File: src/rtl/core/pms_ram.sv
module pms_ram #(
    parameter int WIDTH = 8,
    parameter int DEPTH = 256
) (
    input  logic                     i_clk,
    input  logic                     i_we,
    input  logic [$clog2(DEPTH)-1:0] i_waddr,
    input  logic [WIDTH-1:0]         i_wdata,
    input  logic [$clog2(DEPTH)-1:0] i_raddr,
    output logic [WIDTH-1:0]         o_rdata
);

    logic [WIDTH-1:0] r_mem [DEPTH];
    logic [WIDTH-1:0] r_rdata;

    always_ff @(posedge i_clk) begin
        if (i_we) begin
            r_mem[i_waddr] <= i_wdata;
        end
        r_rdata <= r_mem[i_raddr];
    end

    assign o_rdata = r_rdata;

endmodule

File: config.mk
export PLATFORM = sky130hd
export DESIGN_NAME = pms_ram
export DESIGN_NICKNAME = d
export VERILOG_FILES = /design/src/rtl/core/pms_ram.sv
export SDC_FILE = /design/constraint.sdc
export NUM_CORES = 2
export LEC_CHECK = 0
export BUFFER_PORTS_ARGS = -buffer_cell sky130_fd_sc_hd__buf_2
export CAP_MARGIN = 20
export CORE_MARGIN = 3
export CORE_UTILIZATION = 45
export CTS_CLUSTER_DIAMETER = 40
export DETAILED_ROUTE_END_ITERATION = 10
export PLACE_DENSITY_LB_ADDON = 0.08
export SETUP_SLACK_MARGIN = 0.05
export SYNTH_ARGS = -nofsm -noshare
export SYNTH_HDL_FRONTEND = slang
export SYNTH_SLANG_ARGS = --single-unit
File: constraint.sdc
create_clock -name i_clk -period 5 [get_ports i_clk]
set_clock_uncertainty 0.1 [all_clocks]
set_input_delay 1.25 -clock i_clk [delete_from_list [all_inputs] [get_ports i_clk]]
set_output_delay 1.25 -clock i_clk [all_outputs]
set_load 0.02 [all_outputs]
==> Yosys cells after proc, flatten, opt, wreduce, memory -nomap -nowiden <==
Memory sizes are Yosys's and may differ from the RTL's. A register that Yosys moved wholly into a read port is not among the register bits.
Index checks and enable logic that the tools add are counted.
{ "word_totals": {"ff_bits": 0, "mem_bits_rw": 2048, "elab_cells": 3, "n_memories": 1} }
{ "mem_list": {"columns": ["name", "words", "width", "read_ports", "rd_ports_with_merged_regs", "write_ports", "line_no", "source"], "rows": [
  ["r_mem", 256, 8, 1, 1, 1, "13", "logic [WIDTH-1:0] r_mem [DEPTH];"]
]} }
{ "op_classes": {"muxes": 2} }
{ "ops": {"columns": ["cell", "count"], "rows": [
  ["$mux W1", 2]
]} }

==> Longest topological paths before layout <==
{ "logic_depth": {"depth_word": 2, "mapped_depth": 11, "depth_no_buf": 6} }

==> Worst setup path before layout <==
Ideal clock, no wire load.
{ "synth_timing": {"path_kind": "input to register", "startpoint": "input port i_raddr[0]", "endpoint": "register r_rdata[2], in the netlist o_rdata[2] (read register of r_mem)", "setup_time_ps": 131, "arrival_ps": 3057, "t_required_ps": 4769, "path_slack_ps": 1712, "cell_stages": 9, "path_cell_list": "buf_6 buf_12 buf_8 buf_2 mux4_2 a22oi_1 a21oi_1 nor4_1 nor4_2"} }
{ "synth_rtl": {"columns": ["element", "line_no", "source"], "rows": [
  ["start: declaration", "9", "input logic [$clog2(DEPTH)-1:0] i_raddr,"],
  ["end: declaration", "14", "logic [WIDTH-1:0] r_rdata;"]
]} }

==> impl.org <==
** Outcome
- The flow ran to the end, and the final reports show no timing, DRC or antenna violations.

** Clock network
- Clock tree synthesis found a total of between 2000 and 2500 sinks.
- Clock tree synthesis selected as its root buffer the cell sky130_fd_sc_hd__clkbuf_16.
- The number of hold buffers added after CTS was 0.
- Clock tree synthesis inserted a total of just under 300 buffers.
- Clock transition time at the flip-flop clock pins of the worst setup and hold paths :: roughly 0.06 ns
- Post-CTS timing repair inserted 0 buffers for setup.
- The H-tree generated during clock tree synthesis spans 5 levels.
- TritonCTS clock tree :: done
- At the later pin of the worst-skew pair, clock insertion delay measures 0.91 ns.
- Buffers from clock root to sink, at most :: 4
- Post-CTS sizing :: 0

** Layout
- Filler cell count in the final layout :: approximately 13000
- The finished layout holds between 6000 and 7000 standard cells, fillers aside.
- The top cell types in the final layout, fill and taps aside, are sky130_fd_sc_hd__edfxtp_1 (2048), sky130_fd_sc_hd__mux4_2 (454), sky130_fd_sc_hd__clkbuf_16 (306), sky130_fd_sc_hd__nor2_1 (279), sky130_fd_sc_hd__buf_4 (234).
- The net count of the finished layout is 4125.
- From synthesis to final layout, the design area changed by 17.5%.
- In the final layout, flip-flops and latches occupy roughly 0.06 sq mm.
- Most frequent standard cell in the layout excluding fill and tap cells :: sky130_fd_sc_hd__edfxtp_1
- Area of all placed cells without fillers :: between 0.09 and 0.1 sq mm
- The multi-input combinational cells in the finished layout cover a total of between 0.015 and 0.02 sq mm.
- Layout cells sized above 1 :: 0.285

** Synth
- In this run the mean area of a mapped cell was about 21 sq um.
- Number of storage elements in the synthesis netlist :: slightly above 2000
- The Yosys step of the flow raised 0 warnings.
- Most used flip-flop cell after synthesis :: sky130_fd_sc_hd__edfxtp_1
- Post-synthesis async set-or-reset flop share :: 0
- Mapped cell area :: around 0.08 sq mm
- By area the synthesized netlist is led by sky130_fd_sc_hd__edfxtp_1 (77%), sky130_fd_sc_hd__mux4_2 (13%), sky130_fd_sc_hd__mux2i_1 (1.7%), sky130_fd_sc_hd__nor2_1 (1.3%), sky130_fd_sc_hd__a22oi_1 (1.3%).
- Fraction of the mapped netlist area in adder cells :: 0
- The largest total area in the synthesized netlist belongs to sky130_fd_sc_hd__edfxtp_1.
- After technology mapping, the gate count stands at 3733.
- Complex-gate fraction of the synthesized area :: 0.0342
- Of the total synthesized cell area, the portion taken by XOR and XNOR cells is 0.
- Proportion of netlist area held by the largest area contributor :: 0.773
- Largest family of logic cells by synthesized area :: multiplexers
- Of the total synthesized cell area, the portion taken by AND, OR, NAND and NOR gates is 0.0263.
- Multiplexer share of the synthesized area :: 0.146
- The netlist uses 55 different library cells.
- Number of flops mapped to enable cells by yosys :: between 2000 and 2500
- Share of the yosys chip area belonging to registers :: 0.775
- Counting every net in the synthesized netlist gives between 3000 and 4000.

** Setup path
- Of all nets on the critical path, the largest fanout is 25.
- Data required, critical path :: 5.68 ns
- STA puts the critical path data arrival time at around 4.7 ns.
- STA classifies the critical path endpoint as a flip-flop.
- Kind of launch point of the worst setup path :: input pin
- WS Path Type :: in -> reg

** GRT
- Global-route wire length before repair :: just over 300 mm
- Entering global routing, the biggest net connects between 100 and 150 pins.
- Number of antenna violations at the first check in global routing :: 12
- For this run, the total global-route usage over all layers was measured as 0.235.
- The total overflow left after global routing is 0.
- Number of global-route vias before repair :: 41400

** STA
- Setup violations remaining at the end of the flow were counted as 0.
- Hold slack :: 0.856 ns
- The number of hold violations in the final report is 0.
- At the pin with the least slew margin, the transition time is between 1 and 1.5 ns.
- Post-route setup TNS :: 0 ns
- Setup repair after global routing left no endpoint under its margin.
- Measured against its own limit, the worst slew margin works out to 0.211.
- Tcrit/Tclk final :: 0.797
- Max-slew violation count :: 0
- Static timing analysis puts the maximum clock frequency at approximately 0.25 GHz.
- The clock period could shrink to between 3 and 4 ns.

** Place
- Weighted congestion at the end of routability-driven global placement :: slightly above 0.8
- Summed over all nets, the half-perimeter wirelength after detailed placement is 130 mm.
- IO buf count :: 33
- Number of placed cells counting well taps :: 6123
- In this run the cell area measured after placement is roughly 0.084 sq mm.

** Flow run
- Max-cap viol count :: 0

** Detailed routing
- In this run, the number of DRC markers left after iteration 0 of detailed routing was 3918.
- Number of remaining DRC errors :: 0
- Dividing the detail-routed via count by the number of cells gives ~6.0.
- First-pass iteration count of the detailed router :: 5
- Average wire per standard cell :: ~32 um
- Total vias in the final route :: about 40000
- Count of nets left with antenna violations after detail routing :: 0
- Wires add up to between 200 and 250 mm.

** Power and ir drop
- Share of total power consumed by net switching :: 0.214
- Power spread over the standard cell area amounts to 442 mW/mm^2.
- Net switching power :: about 9 mW
- Leakage power :: between 20 and 30 nW
- Clock Power Share :: 0.495
- The worst-case IR drop observed on VDD is approximately 0.38 mV.
- Internal power :: between 30 and 40 mW
- Sequential group share of total power :: 0.461
- The completed layout was analyzed and its total power is 41.3 mW.
- The share of total power dissipated in combinational logic is 0.044.

** Floorplanning
- Rows :: ~150
- From left edge to right edge, the die measures 426 um.
- Chip height :: about 430 um
- The total area inside the core boundary comes to 0.175 sq mm.
- The floorplan step defined a die boundary enclosing roughly 0.18 sq mm.
- Ports :: 34
- For this configuration, the core starts out at a cell density of 0.455.

** Min path
- Hold Path Class :: in -> reg
sequential cells by signal, summed over array words and instances (netlist names):
signal and cells:
r_mem 2048, o_rdata 8
power groups by stage:
stage | Combinational (mW) | Clock [mW] | Sequential (mW)
2_1_floorplan | 0.923 | 0 | 19.4
3_3_place_gp | 1.81 | 0 | 19.4
3_5_place_dp | 1.85 | 0 | 19.4
4_1_cts | 1.85 | 20.8 | 19.0
5_1_grt | 1.92 | 21.6 | 19.0
6_report | 1.82 | 20.4 | 19.0
routing by layer:
metal / vias to the layer above / part of all wire / global-route usage / routed length [um]
li1: 16500 / - / - / -
met1: 21300 / 0.41 / 0.327 / 87300
met2: 1612 / 0.49 / 0.379 / 103000
met3: 380 / 0.064 / 0.0394 / 13500
met4: 0 / 0.033 / 0.0793 / 6990
met5: - / 0 / 0 / 0
cell type report:
| type | instances | share of cell area |
|---|---|---|
| inverter | 2 | 0.0000803 |
| sequential | 2056 | 0.659 |
| multi-input combinational | 1442 | 0.176 |
| clock inverter | 181 | 0.0208 |
| timing repair buffer | 299 | 0.0285 |
| antenna | 3 | 0.0000803 |
| clock buffer | 344 | 0.0836 |
| tap | 2325 | 0.0311 |
cells in the mapped netlist (2+ instances only):
master	instances
sky130_fd_sc_hd__nand2b_1	8
sky130_fd_sc_hd__a21oi_1	96
sky130_fd_sc_hd__o22ai_1	28
sky130_fd_sc_hd__and2_1	6
sky130_fd_sc_hd__a31oi_1	2
sky130_fd_sc_hd__buf_8	13
sky130_fd_sc_hd__nand4_1	10
sky130_fd_sc_hd__o221ai_1	46
sky130_fd_sc_hd__o211ai_1	10
sky130_fd_sc_hd__o22a_1	5
sky130_fd_sc_hd__nor2_1	282
sky130_fd_sc_hd__a311oi_1	2
sky130_fd_sc_hd__buf_12	8
sky130_fd_sc_hd__mux2i_1	134
sky130_fd_sc_hd__nand3b_1	2
sky130_fd_sc_hd__buf_6	21
sky130_fd_sc_hd__buf_1	22
sky130_fd_sc_hd__nor2b_1	31
sky130_fd_sc_hd__a2111oi_1	2
sky130_fd_sc_hd__dfxtp_1	8
sky130_fd_sc_hd__or2_2	4
sky130_fd_sc_hd__edfxtp_1	2048
sky130_fd_sc_hd__o21ai_1	2
sky130_fd_sc_hd__nand2_1	33
sky130_fd_sc_hd__and3b_1	2
sky130_fd_sc_hd__a221oi_1	13
sky130_fd_sc_hd__buf_2	31
sky130_fd_sc_hd__nor4_2	3
sky130_fd_sc_hd__o21ai_0	10
sky130_fd_sc_hd__a22oi_1	133
sky130_fd_sc_hd__a22o_1	8
sky130_fd_sc_hd__nor3_1	22
sky130_fd_sc_hd__clkbuf_1	111
sky130_fd_sc_hd__o32ai_1	4
sky130_fd_sc_hd__a2111oi_0	2
sky130_fd_sc_hd__buf_4	27
sky130_fd_sc_hd__a211oi_1	16
sky130_fd_sc_hd__nor4_1	24
sky130_fd_sc_hd__mux4_2	454
sky130_fd_sc_hd__nand3_1	34
sky130_fd_sc_hd__mux4_1	2
through the flow:
stage / utilization / setup slack (ns)
2_1_floorplan: - / 1.71
3_3_place_gp: 0.479 / -0.0510
3_5_place_dp: 0.479 / 0.0986
4_1_cts: 0.535 / 1.06
5_1_grt: 0.535 / 1.04
6_report: 0.535 / 1.02
worst paths after layout:
check | start | end | slack, ns | depth (start not counted)
setup reg to reg | r_mem[135][0] | o_rdata[0] | 2.05 | 7
hold reg to reg | r_mem[54][0] | o_rdata[0] | 1.02 | 7
hold / removal | i_wdata[2] | r_mem[76][2] | 0.86 | 1
setup / recovery | i_raddr[0] | o_rdata[0] | 1.02 | 10
worst max-delay path, cell delays in order:
cell and delay, ns:
sky130_fd_sc_hd__buf_8 0.23, sky130_fd_sc_hd__buf_12 0.26, sky130_fd_sc_hd__buf_12 0.27, sky130_fd_sc_hd__buf_12 0.21, sky130_fd_sc_hd__mux4_2 0.52, sky130_fd_sc_hd__a22oi_1 0.38, sky130_fd_sc_hd__a21oi_1 0.25, sky130_fd_sc_hd__nor3_1 0.87
sky130_fd_sc_hd__buf_4 0.25, sky130_fd_sc_hd__nor4_2 0.05
cells by family after synthesis:
family	Yosys count
simple gates	466
flops	2056
compound gates	385
buf+inv	235
mux	591
Power figures use the tool's default switching activity.
